--- src/design/lz4bfd_pkg.sv ---
// ---------------------------------------------------------------------------
// LZ4 block frame decoder package
// Shared types, status codes and the frame magic table.
// ---------------------------------------------------------------------------
`timescale 1ns / 1ps
`default_nettype none

package lz4bfd_pkg;

    // history window
    localparam int WINDOW_BYTES = 65536;
    localparam int WIN_AW       = $clog2(WINDOW_BYTES);

    // depth of the queue between parser and executor
    localparam int QDEPTH = 4;
    localparam int QAW    = $clog2(QDEPTH);

    // reset value of the size limit register
    localparam logic [31:0] MAX_SIZE_RST = 32'd16777216;

    localparam int HDR_MAGIC_LEN = 8;
    localparam int HDR_LEN       = 12;

    // frame end status codes
    localparam logic [2:0] ST_OK         = 3'd0;
    localparam logic [2:0] ST_BAD_MAGIC  = 3'd1;
    localparam logic [2:0] ST_SIZE_LIMIT = 3'd2;
    localparam logic [2:0] ST_TRUNCATED  = 3'd3;
    localparam logic [2:0] ST_LIT_OVER   = 3'd4;
    localparam logic [2:0] ST_BAD_MATCH  = 3'd5;
    localparam logic [2:0] ST_SIZE_MISM  = 3'd6;
    localparam logic [2:0] ST_BYTE_COPY  = 3'd7;

    // input beat kinds
    localparam logic KIND_BYTE = 1'b0;
    localparam logic KIND_TICK = 1'b1;

    // result kinds
    localparam logic RES_DATA   = 1'b0;
    localparam logic RES_STATUS = 1'b1;

    // parser phase, one-hot
    typedef enum logic [7:0] {
        PH_HEADER    = 8'b0000_0001,
        PH_TOKEN     = 8'b0000_0010,
        PH_LIT_EXT   = 8'b0000_0100,
        PH_LITERALS  = 8'b0000_1000,
        PH_OFF_LO    = 8'b0001_0000,
        PH_OFF_HI    = 8'b0010_0000,
        PH_MATCH_EXT = 8'b0100_0000,
        PH_COPY      = 8'b1000_0000
    } t_phase;

    // one operation for the executor: optional data byte then optional status
    typedef struct packed {
        logic              has_data;
        logic              is_copy;
        logic [7:0]        byte_val;
        logic [WIN_AW-1:0] src;
        logic [WIN_AW-1:0] dst;
        logic              busy;
        logic              has_stat;
        logic [2:0]        stat;
    } t_op;

    localparam int OP_W = $bits(t_op);

    // frame magic
    function automatic logic [7:0] magic_byte(input logic [2:0] idx);
        logic [7:0] v;
        case (idx)
            3'd0: v = 8'h6D;
            3'd1: v = 8'h6F;
            3'd2: v = 8'h7A;
            3'd3: v = 8'h4C;
            3'd4: v = 8'h7A;
            3'd5: v = 8'h34;
            3'd6: v = 8'h30;
            default: v = 8'h00;
        endcase
        return v;
    endfunction

    // saturating 32-bit add of a byte
    function automatic logic [31:0] sat_add8(input logic [31:0] a, input logic [7:0] b);
        logic [32:0] s;
        s = {1'b0, a} + {25'd0, b};
        return s[32] ? 32'hFFFF_FFFF : s[31:0];
    endfunction

endpackage

`default_nettype wire

--- src/design/lz4bfd_fifo.sv ---
// ---------------------------------------------------------------------------
// LZ4 block frame decoder: operation queue
// Small FIFO between parser and executor.
// ---------------------------------------------------------------------------
`timescale 1ns / 1ps
`default_nettype none

module lz4bfd_fifo import lz4bfd_pkg::*; (
    input  wire logic i_clk,
    input  wire logic i_rst_n,
    input  wire logic i_push,
    input  t_op       i_op,
    input  wire logic i_pop,
    output t_op       o_op,
    output logic      o_valid,
    output logic      o_full
);

    t_op          r_mem [QDEPTH];
    logic [QAW-1:0] r_wp, r_rp;
    logic [QAW:0]   r_cnt;

    assign o_op    = r_mem[r_rp];
    assign o_valid = (r_cnt != '0);
    assign o_full  = (r_cnt == (QAW+1)'(QDEPTH));

    // storage
    always_ff @(posedge i_clk) begin
        if (i_push) begin
            r_mem[r_wp] <= i_op;
        end
    end

    // pointers
    always_ff @(posedge i_clk) begin
        if (!i_rst_n) begin
            r_wp <= '0; r_rp <= '0; r_cnt <= '0;
        end else begin
            if (i_push) r_wp <= r_wp + 1'b1;
            if (i_pop)  r_rp <= r_rp + 1'b1;
            r_cnt <= r_cnt + (QAW+1)'(i_push) - (QAW+1)'(i_pop);
        end
    end

endmodule

`default_nettype wire

--- config.mk ---
export PLATFORM = sky130hd
export DESIGN_NAME = lz4bfd_fifo
export DESIGN_NICKNAME = d
export VERILOG_FILES = /design/src/design/lz4bfd_pkg.sv /design/src/design/lz4bfd_fifo.sv
export SDC_FILE = /design/constraint.sdc
export NUM_CORES = 1
export LEC_CHECK = 0
export BUFFER_PORTS_ARGS = -buffer_cell sky130_fd_sc_hd__buf_2
export CORE_MARGIN = 4
export CORE_UTILIZATION = 41
export CTS_BUF_LIST = sky130_fd_sc_hd__clkbuf_16
export DETAILED_ROUTE_END_ITERATION = 8
export PLACE_DENSITY_LB_ADDON = 0.25
export SYNTH_ARGS = -nofsm -noshare
export SYNTH_HDL_FRONTEND = slang
export SYNTH_SLANG_ARGS = --single-unit
--- constraint.sdc ---
create_clock -name i_clk -period 2.38 [get_ports i_clk]
set_input_delay 0.357 -clock i_clk [delete_from_list [all_inputs] [get_ports i_clk]]
set_output_delay 0.357 -clock i_clk [all_outputs]
set_load 0.02 [all_outputs]
==> summary.md <==
| Metric | Value |
|---|---|
| Post-synthesis sequential area ratio | 0.803 |
| Largest family of logic cells by synthesized area | multiplexers |
| Hold WC Path Type | in2reg |
| R2r setup slk | between 600 and 700 ps |
| Hold_buf cts | 0 |
| Port Buffer Count | 99 |
| CP max FO | 17 |
| Num CTS Buffers | 17 |
| Critical path arrival | ~1900 ps |
| Crit path max-delay cell type | mux4_2 |
| Root Driver | clkbuf_16 |
| Synth warn | 0 |
| Syn nets | 346 |
| Final Hold Fails | 0 |
| Mapped Cells | about 290 |
| Crit-path cells | buf_4 -> mux4_2 -> buf_2 |
| CTS tree | built |
| Clock buffer depth | 2 |
| Drt initial violations | 128 |
| Vias | 3,242 |
| Drt first pass iters | 4 |
| Vias in the first global route | roughly 3,600 |
| Unique cell type count in the Yosys netlist | 21 |
| Post-Syn Area | a little over 7000 µm² |
| Global-route track usage on met2 | 0.236 |
| Post-CTS setup repair buffer count | 0 |
| Synth Area in Adders | 0.0131 |
| Design Area, Final | between 8000 and 9000 µm² |
| Placed Cells incl. Taps | 614 |
| Post-Synth XOR/XNOR Area | 0.00569 |
| Die height | roughly 140 µm |
| Max Clk Rate | 452 MHz |
| Setup_tns | 0 ps |
| Worst Reg-to-Reg Cells | 7 |
| Gr usage total | 0.137 |
| Final setup viols | 0 |
| Initial antenna violation count | 1 |
| Ratio of cells with drive above 1 in the final layout | 0.458 |
| H-tree levels | 4 |
| Fin. max-slew vios | 0 |
| Post-synth top area cell | edfxtp_1 |
| Met1 layer usage reported by global route | 0.166 |
| Worst skew pair latency | between 400 and 500 ps |
| Initial Util | 0.419 |
| Startpoint Class | register |
| Hold depth | 1 |
| Largest net degree at the start of global routing | 33 |
| Antenna-violating nets left | 0 |
| Most frequent cells in the layout | 188 x edfxtp_1, 99 x buf_2, 47 x mux4_2 |
| FP Rows | 48 |
| Post-route DRC | 0 |
| Total die area | 19,900 µm² |
| DIE WIDTH | between 100 and 150 µm |
| CTS clk-pin slew, worst paths | about 70 ps |
| Min-delay src | i_op[46] |
| Mapped Avg Cell Area | between 20 and 30 µm² |
| Worst setup EP type | output pin |
| Delay of the slowest critical-path stage | between 500 and 600 ps |
| Fin crit period | 2210 ps |
| Fin cells | around 650 |
| R2R Path End | r_cnt[2] |
| Most common cell after layout, fill and taps aside | edfxtp_1 |
| Post-CTS Resized | 0 |
| Worst Setup Path Type | reg2out |
| Static Leak | 2.97 nW |
| Top Usage Layer GRT | met2 |
| GP Congestion | 0.747 |
| Synth Area in Compound Gates | 0.00207 |
| Req. time, crit path | between 2000 and 2500 ps |
| Period utilization | 0.929 |
| Post-DR vias/cell | ~5 |
| Hold Path Sink | r_mem[0][46] |
| Drt wl/cell | a little under 20 µm |
| CORE AREA | 17,300 µm² |
| Area after DPL | 8110 µm² |
| Post-DP HPWL | between 7000 and 8000 µm |
| Multiplexer area fraction after synthesis | 0.147 |
| Relative slew slack | 0.646 |
| Status | finished clean |
| Total Wirelength | approximately 13,000 µm |
| Area contributors post-synth | edfxtp_1 78%, mux4_2 15%, dfxtp_1 2.5%, ha_1 1.0%, buf_12 0.83% |
| Filler cells | 1,443 |
| Synth-to-Final Area Change | 20.3% |
| FF-to-FF Start | r_cnt[0] |
| RSZ-0062 raised after global routing | false |
| Least-Margin Pin Slew | roughly 530 ps |
| Synth Area in Simple Gates | 0.0105 |
| FF+latch count, synth | 197 |
| Worst VDD drop | 506 µV |
| Clock Skew | a little under 6 ps |
| Met3 Use GR | 0.0451 |
| I/O pin cnt | 100 |
| CTS sink cnt | just under 200 |
| Pwr per Cell Area | approximately 900 nW/µm² |
| Synth top area share | 0.779 |
| MaxCap Viol Count | 0 |
| Congestion Overflow GR | 0 |
| Global-route wire length before repair | 20,000 µm |
| Total Nets Final | about 470 |
[Yosys cell counts (all sizes together)]
cell type  count
a21bo          1
a21oi          1
and2           6
and3           1
buf            9
clkbuf         1
dfxtp          9
edfxtp       188
fa             1
ha             6
inv            7
mux2i          1
mux4          47
nand3b         1
nor2           5
or3            1
xnor2          2
xor3           1
[area by class of cell]
class	instances	area (µm²)	area share
inverter	7	26.3	0.00301
sequential	197	5830	0.668
multi-input combinational	74	1300	0.149
clock inverter	15	185	0.0212
timing repair buffer	111	673	0.0771
clock buffer	17	425	0.0488
antenna	1	2.50	0.000287
tap	225	282	0.0323
[per-layer routing]
layer,share of wire,vias up
li1,-,1452
met1,0.41,1684
met2,0.52,93
met3,0.057,11
met4,0.0096,2
met5,0.0010,-
[kinds of logic after synthesis]
kind of cell / after synthesis
compound gates: 2
xor+xnor: 3
fa+ha+maj: 7
buf+inv: 17
flops: 197
mux: 48
simple gates: 14
[worst max-delay path, delay by kind of cell, from the launching register on]
family	cells	cell delay [ps]
flops	1	360
mux	1	560
buf+inv	2	500
[flip-flops by register name, summed over array words and instances, names as in the netlist, named ones only]
signal  count
r_wp        2
r_cnt       3
r_rp        2
r_mem     188
[metrics by stage]
step	util	setup WS [ps]	hold slack, ps	power [mW]
final	0.504	169	150	7.81
after global placement	0.469	520	524	4.99
after floorplan	-	303	456	4.68
after detailed placement	0.469	460	538	5.01
after CTS	0.504	115	130	7.92
after global routing	0.504	59.7	127	8.15
[worst max path at each step]
stage | startpoint | to | cells past startpoint
detailed placement | i_pop | r_cnt[2] | 7
floorplan | r_wp[0] | r_mem[2][0] | 3
finish | register | o_op[28] | 3
CTS | register | o_op[37] | 3
global route | register | o_op[42] | 3
global placement | i_pop | r_cnt[2] | 7
[where the power goes]
part | leakage [nW] | switching, mW | total (mW) | internal [mW]
registers | 1.80 | 0.0551 | 4.04 | 3.98
logic | 0.877 | 0.492 | 0.878 | 0.386
clock network | 0.293 | 1.16 | 2.90 | 1.75
total | 2.97 | 1.70 | 7.81 | 6.11
No activity file was read; power rests on OpenSTA's default activity.
