`config.mk`:
```
export PLATFORM = sky130hd
export DESIGN_NAME = lz4bfd_front
export DESIGN_NICKNAME = d
export VERILOG_FILES = /design/src/design/lz4bfd_pkg.sv /design/src/design/lz4bfd_front.sv
export SDC_FILE = /design/constraint.sdc
export NUM_CORES = 1
export LEC_CHECK = 0
export ABC_AREA = 1
export BUFFER_PORTS_ARGS = -buffer_cell sky130_fd_sc_hd__buf_4
export CORE_MARGIN = 10
export CORE_UTILIZATION = 50
export CTS_BUF_LIST = sky130_fd_sc_hd__clkbuf_4 sky130_fd_sc_hd__clkbuf_8
export DETAILED_ROUTE_END_ITERATION = 12
export HOLD_SLACK_MARGIN = 0.15
export PLACE_DENSITY = 0.72
export SLEW_MARGIN = 20
export SYNTH_ARGS = -nofsm -noshare
export SYNTH_HDL_FRONTEND = slang
export SYNTH_SLANG_ARGS = --single-unit
```
`constraint.sdc`:
```
create_clock -name i_clk -period 9 [get_ports i_clk]
set_clock_uncertainty 0.2 [all_clocks]
set_input_delay 1.35 -clock i_clk [delete_from_list [all_inputs] [get_ports i_clk]]
set_output_delay 1.35 -clock i_clk [all_outputs]
set_load 0.01 [all_outputs]
```
`src/design/lz4bfd_pkg.sv`:
```
// ---------------------------------------------------------------------------
// LZ4 block frame decoder package
// Shared types, status codes and the frame magic table.
// ---------------------------------------------------------------------------
`timescale 1ns / 1ps
`default_nettype none

package lz4bfd_pkg;

    // history window
    localparam int WINDOW_BYTES = 65536;
    localparam int WIN_AW       = $clog2(WINDOW_BYTES);

    // depth of the queue between parser and executor
    localparam int QDEPTH = 4;
    localparam int QAW    = $clog2(QDEPTH);

    // reset value of the size limit register
    localparam logic [31:0] MAX_SIZE_RST = 32'd16777216;

    localparam int HDR_MAGIC_LEN = 8;
    localparam int HDR_LEN       = 12;

    // frame end status codes
    localparam logic [2:0] ST_OK         = 3'd0;
    localparam logic [2:0] ST_BAD_MAGIC  = 3'd1;
    localparam logic [2:0] ST_SIZE_LIMIT = 3'd2;
    localparam logic [2:0] ST_TRUNCATED  = 3'd3;
    localparam logic [2:0] ST_LIT_OVER   = 3'd4;
    localparam logic [2:0] ST_BAD_MATCH  = 3'd5;
    localparam logic [2:0] ST_SIZE_MISM  = 3'd6;
    localparam logic [2:0] ST_BYTE_COPY  = 3'd7;

    // input beat kinds
    localparam logic KIND_BYTE = 1'b0;
    localparam logic KIND_TICK = 1'b1;

    // result kinds
    localparam logic RES_DATA   = 1'b0;
    localparam logic RES_STATUS = 1'b1;

    // parser phase, one-hot
    typedef enum logic [7:0] {
        PH_HEADER    = 8'b0000_0001,
        PH_TOKEN     = 8'b0000_0010,
        PH_LIT_EXT   = 8'b0000_0100,
        PH_LITERALS  = 8'b0000_1000,
        PH_OFF_LO    = 8'b0001_0000,
        PH_OFF_HI    = 8'b0010_0000,
        PH_MATCH_EXT = 8'b0100_0000,
        PH_COPY      = 8'b1000_0000
    } t_phase;

    // one operation for the executor: optional data byte then optional status
    typedef struct packed {
        logic              has_data;
        logic              is_copy;
        logic [7:0]        byte_val;
        logic [WIN_AW-1:0] src;
        logic [WIN_AW-1:0] dst;
        logic              busy;
        logic              has_stat;
        logic [2:0]        stat;
    } t_op;

    localparam int OP_W = $bits(t_op);

    // frame magic
    function automatic logic [7:0] magic_byte(input logic [2:0] idx);
        logic [7:0] v;
        case (idx)
            3'd0: v = 8'h6D;
            3'd1: v = 8'h6F;
            3'd2: v = 8'h7A;
            3'd3: v = 8'h4C;
            3'd4: v = 8'h7A;
            3'd5: v = 8'h34;
            3'd6: v = 8'h30;
            default: v = 8'h00;
        endcase
        return v;
    endfunction

    // saturating 32-bit add of a byte
    function automatic logic [31:0] sat_add8(input logic [31:0] a, input logic [7:0] b);
        logic [32:0] s;
        s = {1'b0, a} + {25'd0, b};
        return s[32] ? 32'hFFFF_FFFF : s[31:0];
    endfunction

endpackage

`default_nettype wire

```
`src/design/lz4bfd_front.sv`:
```
// ---------------------------------------------------------------------------
// LZ4 block frame decoder: parser
// Takes input beats, walks header and sequences, keeps counters and
// issues at most one operation per beat towards the executor.
// ---------------------------------------------------------------------------
`timescale 1ns / 1ps
`default_nettype none

module lz4bfd_front import lz4bfd_pkg::*; (
    input  wire logic        i_clk,
    input  wire logic        i_rst_n,
    input  wire logic        i_cfg_we,
    input  wire logic [31:0] i_cfg_wdata,
    input  wire logic        i_accept,
    input  wire logic        i_kind,
    input  wire logic [7:0]  i_in_byte,
    input  wire logic        i_in_last,
    output t_op              o_op,
    output logic             o_push
);

    t_phase      r_phase, n_phase;
    logic [3:0]  r_hc, n_hc;
    logic [31:0] r_decl, n_decl;
    logic [31:0] r_prod, n_prod;
    logic [31:0] r_ll, n_ll;
    logic [31:0] r_ml, n_ml;
    logic [15:0] r_dist, n_dist;
    logic [3:0]  r_mn, n_mn;
    logic        r_drop, n_drop;
    logic        r_endp, n_endp;
    logic [31:0] r_max;

    logic        do_end, end_last, end_fs, do_restart, sl_go, sm_go;
    logic [2:0]  end_st;
    logic [4:0]  hc_inc;

    // size limit register
    always_ff @(posedge i_clk) begin
        if (!i_rst_n) begin
            r_max <= MAX_SIZE_RST;
        end else if (i_cfg_we) begin
            r_max <= i_cfg_wdata;
        end
    end

    // next state and operation
    always_comb begin
        n_phase = r_phase; n_hc = r_hc; n_decl = r_decl; n_prod = r_prod;
        n_ll = r_ll; n_ml = r_ml; n_dist = r_dist; n_mn = r_mn;
        n_drop = r_drop; n_endp = r_endp;
        do_end = 1'b0; end_last = 1'b0; end_fs = 1'b0; end_st = ST_OK;
        do_restart = 1'b0; sl_go = 1'b0; sm_go = 1'b0;
        hc_inc = {1'b0, r_hc} + 5'd1;
        o_op.has_data = 1'b0;
        o_op.is_copy  = 1'b0;
        o_op.byte_val = i_in_byte;
        o_op.src      = WIN_AW'(r_prod - {16'd0, r_dist});
        o_op.dst      = r_prod[WIN_AW-1:0];
        o_op.busy     = 1'b0;
        o_op.has_stat = 1'b0;
        o_op.stat     = ST_OK;

        if (i_accept) begin
            if (i_kind == KIND_TICK) begin
                // copy tick
                if (!r_drop && r_phase == PH_COPY && r_ml != 32'd0) begin
                    o_op.has_data = 1'b1;
                    o_op.is_copy  = 1'b1;
                    o_op.busy     = (r_ml != 32'd1);
                    n_prod = r_prod + 32'd1;
                    n_ml   = r_ml - 32'd1;
                    if (r_ml == 32'd1) begin
                        if (r_endp) begin
                            do_end = 1'b1; end_last = 1'b1; end_fs = 1'b1;
                        end else begin
                            n_phase = PH_TOKEN;
                        end
                    end
                end
            end else if (r_drop) begin
                do_restart = i_in_last;
            end else begin
                case (r_phase)
                    PH_HEADER: begin
                        if (r_hc < 4'(HDR_MAGIC_LEN) && i_in_byte != magic_byte(r_hc[2:0])) begin
                            do_end = 1'b1; end_st = ST_BAD_MAGIC; end_last = i_in_last;
                        end else begin
                            if (r_hc >= 4'(HDR_MAGIC_LEN)) begin
                                n_decl = r_decl | ({24'd0, i_in_byte} << {r_hc[1:0], 3'b000});
                            end
                            n_hc = hc_inc[3:0];
                            if (hc_inc < 5'(HDR_LEN)) begin
                                if (i_in_last) begin
                                    do_end = 1'b1; end_st = ST_BAD_MAGIC; end_last = 1'b1;
                                end
                            end else if (n_decl > r_max) begin
                                do_end = 1'b1; end_st = ST_SIZE_LIMIT; end_last = i_in_last;
                            end else begin
                                n_phase = PH_TOKEN;
                                if (i_in_last) begin
                                    do_end = 1'b1; end_last = 1'b1; end_fs = 1'b1;
                                end
                            end
                        end
                    end
                    PH_TOKEN: begin
                        n_mn = i_in_byte[3:0];
                        n_ll = {28'd0, i_in_byte[7:4]};
                        if (i_in_byte[7:4] == 4'hF) begin
                            n_phase = PH_LIT_EXT;
                            if (i_in_last) begin
                                do_end = 1'b1; end_st = ST_TRUNCATED; end_last = 1'b1;
                            end
                        end else begin
                            sl_go = 1'b1;
                        end
                    end
                    PH_LIT_EXT: begin
                        n_ll = sat_add8(r_ll, i_in_byte);
                        if (i_in_byte == 8'hFF) begin
                            if (i_in_last) begin
                                do_end = 1'b1; end_st = ST_TRUNCATED; end_last = 1'b1;
                            end
                        end else begin
                            sl_go = 1'b1;
                        end
                    end
                    PH_LITERALS: begin
                        o_op.has_data = 1'b1;
                        n_prod = r_prod + 32'd1;
                        n_ll   = r_ll - 32'd1;
                        if (r_ll == 32'd1) begin
                            if (i_in_last) begin
                                do_end = 1'b1; end_last = 1'b1; end_fs = 1'b1;
                            end else begin
                                n_phase = PH_OFF_LO;
                            end
                        end else if (i_in_last) begin
                            do_end = 1'b1; end_st = ST_TRUNCATED; end_last = 1'b1;
                        end
                    end
                    PH_OFF_LO: begin
                        n_dist  = {8'd0, i_in_byte};
                        n_phase = PH_OFF_HI;
                        if (i_in_last) begin
                            do_end = 1'b1; end_st = ST_TRUNCATED; end_last = 1'b1;
                        end
                    end
                    PH_OFF_HI: begin
                        n_dist = {i_in_byte, r_dist[7:0]};
                        n_ml   = {28'd0, r_mn} + 32'd4;
                        if (r_mn == 4'hF) begin
                            n_phase = PH_MATCH_EXT;
                            if (i_in_last) begin
                                do_end = 1'b1; end_st = ST_TRUNCATED; end_last = 1'b1;
                            end
                        end else begin
                            sm_go = 1'b1;
                        end
                    end
                    PH_MATCH_EXT: begin
                        n_ml = sat_add8(r_ml, i_in_byte);
                        if (i_in_byte == 8'hFF) begin
                            if (i_in_last) begin
                                do_end = 1'b1; end_st = ST_TRUNCATED; end_last = 1'b1;
                            end
                        end else begin
                            sm_go = 1'b1;
                        end
                    end
                    default: begin
                        do_end = 1'b1; end_st = ST_BYTE_COPY; end_last = i_in_last;
                    end
                endcase

                // literal length complete
                if (sl_go) begin
                    if (({1'b0, r_prod} + {1'b0, n_ll}) > {1'b0, r_decl}) begin
                        do_end = 1'b1; end_st = ST_LIT_OVER; end_last = i_in_last;
                    end else if (n_ll == 32'd0) begin
                        if (i_in_last) begin
                            do_end = 1'b1; end_last = 1'b1; end_fs = 1'b1;
                        end else begin
                            n_phase = PH_OFF_LO;
                        end
                    end else begin
                        n_phase = PH_LITERALS;
                        if (i_in_last) begin
                            do_end = 1'b1; end_st = ST_TRUNCATED; end_last = 1'b1;
                        end
                    end
                end

                // match length complete
                if (sm_go) begin
                    if (n_dist == 16'd0 || {16'd0, n_dist} > r_prod ||
                        ({1'b0, r_prod} + {1'b0, n_ml}) > {1'b0, r_decl}) begin
                        do_end = 1'b1; end_st = ST_BAD_MATCH; end_last = i_in_last;
                    end else begin
                        n_phase = PH_COPY;
                        n_endp  = i_in_last;
                    end
                end
            end
        end

        // frame end
        if (do_end) begin
            o_op.has_stat = 1'b1;
            o_op.stat     = end_fs ? ((n_prod == n_decl) ? ST_OK : ST_SIZE_MISM) : end_st;
        end
        if ((do_end && end_last) || do_restart) begin
            n_phase = PH_HEADER; n_hc = 4'd0; n_decl = 32'd0; n_prod = 32'd0;
            n_ll = 32'd0; n_ml = 32'd0; n_dist = 16'd0; n_mn = 4'd0;
            n_drop = 1'b0; n_endp = 1'b0;
        end else if (do_end) begin
            n_drop = 1'b1;
        end
        o_push = o_op.has_data || o_op.has_stat;
    end

    // state registers
    always_ff @(posedge i_clk) begin
        if (!i_rst_n) begin
            r_phase <= PH_HEADER; r_hc <= 4'd0; r_decl <= 32'd0; r_prod <= 32'd0;
            r_ll <= 32'd0; r_ml <= 32'd0; r_dist <= 16'd0; r_mn <= 4'd0;
            r_drop <= 1'b0; r_endp <= 1'b0;
        end else begin
            r_phase <= n_phase; r_hc <= n_hc; r_decl <= n_decl; r_prod <= n_prod;
            r_ll <= n_ll; r_ml <= n_ml; r_dist <= n_dist; r_mn <= n_mn;
            r_drop <= n_drop; r_endp <= n_endp;
        end
    end

endmodule

`default_nettype wire

```
==> impl_metrics.ini <==
[setup_path]
criticalPathCategory = in -> out
cp_max_fo = 7
cp-startpoint = i_in_byte[0]
max_stage_delay_ns = 0.53
worstSetupEndpoint = o_op[1]
worst-path-stages = 38
critical_path.top_delay_family = simple AND/OR/NAND/NOR gates
cp.required_ns = 7.45
timing.rr.end = r_decl[30]
crit_slowest_cell = a2111oi_1
cp-end-kind = output pin
critPathArrivalTime_ns = 7.27
reg2reg_depth = 37
critPathLaunchType = input pin
r2r_start = r_ll[16]
crit_buf_inv = 9
rrSetupSlack_ns = 1.58

[pwr]
intPower_mw = 1.44
power.density_nw_per_um2 = 95.2
power_mw = 2.44
p_sw_mw = 0.999
pwr-share-seq_pct = 38.2
switching_share_pct = 40.9
clkPwrFrac_pct = 24.9
power_leakage_nw = 13.1
combPwrFrac_pct = 36.9
ir_drop_mv = 0.107

[logic_synthesis]
ys_types = 64
syn_area_per_cell_sq_um = 5.90
synth_top_flop_cell = dfxtp_1
synth_nets = 4187
netlist_area_sq_um = 23100
synth_seq_area_share_pct = 16.8
synth_edf_count = 0
netlist_instances = 3918
ys_warn_count = 0
ys_async_sr_fraction_pct = 0
ys_ff_latch = 194

[placement]
pre_cts_ws_ns = -0.140
placed_cells = 4586
portBuffers = 93
place_area_sq_um = 24700
post-dp-hpwl_mm = 69.9
place_congestion = 1.04

[sta]
slew_violations = 0
period_share_pct = 98.0
setup_viol = 0
rsz0062_at_grt = true
hold_viol_final = 0
fin_ws_ns = 0.182
finalCriticalPeriod_ns = 8.82
setup_tns_ns = 0
max_freq_ghz = 0.113
tightest_slew_ns = 1.09
relSlewSlack_pct = 27.2

[clock_tree]
htreeDepth = 4
cts_buffer_depth = 2
numCtsBuffers = 17
root_buffer = clkbuf_8
cts_num_sinks = 194
clk_pin_slew_worst_paths_ns = 0.10
clk_latency_ns = 0.60
cts_tree = built

[global_routing]
antenna_found_initial = 3
grt_pass1_wl_mm = 132
track_usage_pct = 30.2
grt_max_degree = 75
grt_overflow_total = 0
grt_pass1_vias = 23000

[run]
drv_cap = 0

[floorplanning]
core_sq_um = 45600
die_x_um = 235
die_y_um = 235
start_util_pct = 50.7
fp.dieArea_sq_um = 55200
num_io_pins = 94
rows = 78

[detailed_routing]
wl_per_cell_um = 19.0
viasPerCell = 5.70
first_pass_iters = 10
antenna_left = 0
wirelength_mm = 88.0
vias = 26400
drt_iter0_drc = 3090
drc = 0

[cells_and_area]
instances_no_fill = 4638
design_area_sq_um = 25600
nets = 4293
nFillCells = 4690
area_growth_pct = 10.9
final_layout_size_suffix_gt1_share_pct = 12.3

[run_status]
status = finished, final reports clean

[min_path]
min_path_type = reg -> reg
worst register-to-register path: cells and delay by family (launching register included):
kind            cells  cell delay, ns
simple gates       21            3.22
buf+inv            10            1.49
compound gates      3            0.94
fa+ha+maj           2            0.66
flops               1            0.58
xor+xnor            1            0.21
synth_stat cells (3+ instances only):
library cell,number,area (sq um)
a21oi_1,234,1170
nand2_2,7,43.8
o2111ai_1,3,26.3
or2_2,6,37.5
and3_1,8,50.1
o21bai_1,10,75.1
inv_2,15,56.3
o21a_1,14,105
fa_1,5,100
clkinv_1,3,11.3
o21ai_0,282,1410
o22ai_1,12,75.1
buf_1,5,18.8
buf_8,8,120
nor3b_1,3,22.5
nor4_1,22,138
ha_1,218,2730
nand3_1,237,1190
a21o_1,8,60.1
nor2_2,97,607
xnor2_1,37,324
nor3_1,66,330
nor2_1,446,1670
inv_1,540,2030
o21ai_2,3,26.3
a21boi_0,6,45.0
xor2_1,79,692
o21ai_1,10,50.1
nand3b_1,10,75.1
a22oi_1,12,90.1
buf_12,3,60.1
a2bb2oi_1,3,26.3
a31oi_1,27,169
a21oi_2,3,26.3
dfxtp_1,194,3880
buf_2,34,170
nand4_1,78,488
o221ai_1,3,26.3
clkbuf_1,68,255
nand2_1,1000,3750
buf_4,27,203
a41oi_1,33,289
o31ai_1,7,52.6
per-stage QoR:
| step | hold WS (ns) | utilization [%] |
|---|---|---|
| final | 0.276 | 56.3 |
| after global routing | 0.295 | 56.2 |
| after CTS | 0.276 | 55.1 |
| after detailed placement | 0.261 | 54.2 |
| after global placement | 0.255 | 54.2 |
| after floorplan | 0.235 | - |
cells by family (layout without fill, tap and decap cells):
family | after synthesis | count (layout) | share of synthesized area (%)
simple gates | 1997 | 1998 | 37.2
buf+inv | 707 | 825 | 12.8
compound gates | 680 | 680 | 16.5
fa+ha+maj | 223 | 223 | 12.2
flops | 194 | 194 | 16.8
xor+xnor | 116 | 116 | 4.40
mux | 1 | 1 | 0.0433
other cells | 0 | 1 | 0
flip-flops by register name, indices dropped and copies added (netlist names):
name / flops
r_decl: 32
r_dist: 16
r_drop: 1
r_endp: 1
r_hc: 4
r_ll: 32
r_max: 32
r_ml: 32
r_mn: 4
r_phase: 8
r_prod: 32
what timing repair did:
| item | in CTS | in global routing |
|---|---|---|
| hold buffers | 0 | 0 |
| pin swaps | 0 | 41 |
| buffers inserted | 0 | 17 |
| hold endpoints to repair | 0 | 0 |
| endpoints found under the setup margin | 5 | 5 |
| resized for setup | 4 | 107 |
| cloned | 0 | 2 |
worst min path at each step:
| stage | cells past startpoint | from | to |
|---|---|---|---|
| 2_1_floorplan | 2 | r_max[30] | r_max[30] |
| 3_3_place_gp | 2 | r_max[25] | r_max[25] |
| 3_5_place_dp | 2 | r_max[18] | r_max[18] |
| 4_1_cts | 2 | r_max[18] | r_max[18] |
| 5_1_grt | 2 | r_max[4] | r_max[4] |
| 6_report | 2 | r_max[18] | r_max[18] |
layout make-up:
| class | instances | area [sq um] | area share, % |
|---|---|---|---|
| multi-input cells | 3018 | 16700 | 65.1 |
| repair buffers | 235 | 1840 | 7.17 |
| inverters | 558 | 2090 | 8.17 |
| flip-flops and latches | 194 | 3880 | 15.1 |
| clock buffers | 18 | 241 | 0.942 |
| diodes | 1 | 2.50 | 0.00976 |
| well taps | 600 | 751 | 2.93 |
| clock inverters | 14 | 133 | 0.517 |
power groups by stage:
stage          registers [mW]  clock network, mW  logic, mW
6_report                0.933              0.607      0.902
5_1_grt                 0.936              0.642      0.992
4_1_cts                 0.930              0.617      0.866
3_5_place_dp            0.950                  0      0.861
3_3_place_gp            0.949                  0      0.856
2_1_floorplan           0.933                  0      0.592
cells in the final DEF, fill, tap and decap left out, types with 37 or more instances in the layout:
master   netlist  final
nand3_1      237    233
nand4_1       78     78
nand2_1     1000    977
buf_4         27    229
xnor2_1       37     37
o21ai_0      282    267
inv_1        540    536
a21oi_1      234    227
nor2_1       446    433
nor2_2        97    109
dfxtp_1      194    194
nor3_1        66     61
xor2_1        79     79
ha_1         218    208
per-layer routing:
layer | global-route usage, % | routed length (um) | vias to the layer above
met2 | 45.2 | 37100 | 1362
met5 | 0 | 13 | -
li1 | - | - | 13000
met1 | 39.8 | 37200 | 11800
met3 | 6.83 | 9230 | 237
met4 | 15.4 | 4510 | 2
Power figures use the tool's default switching activity.
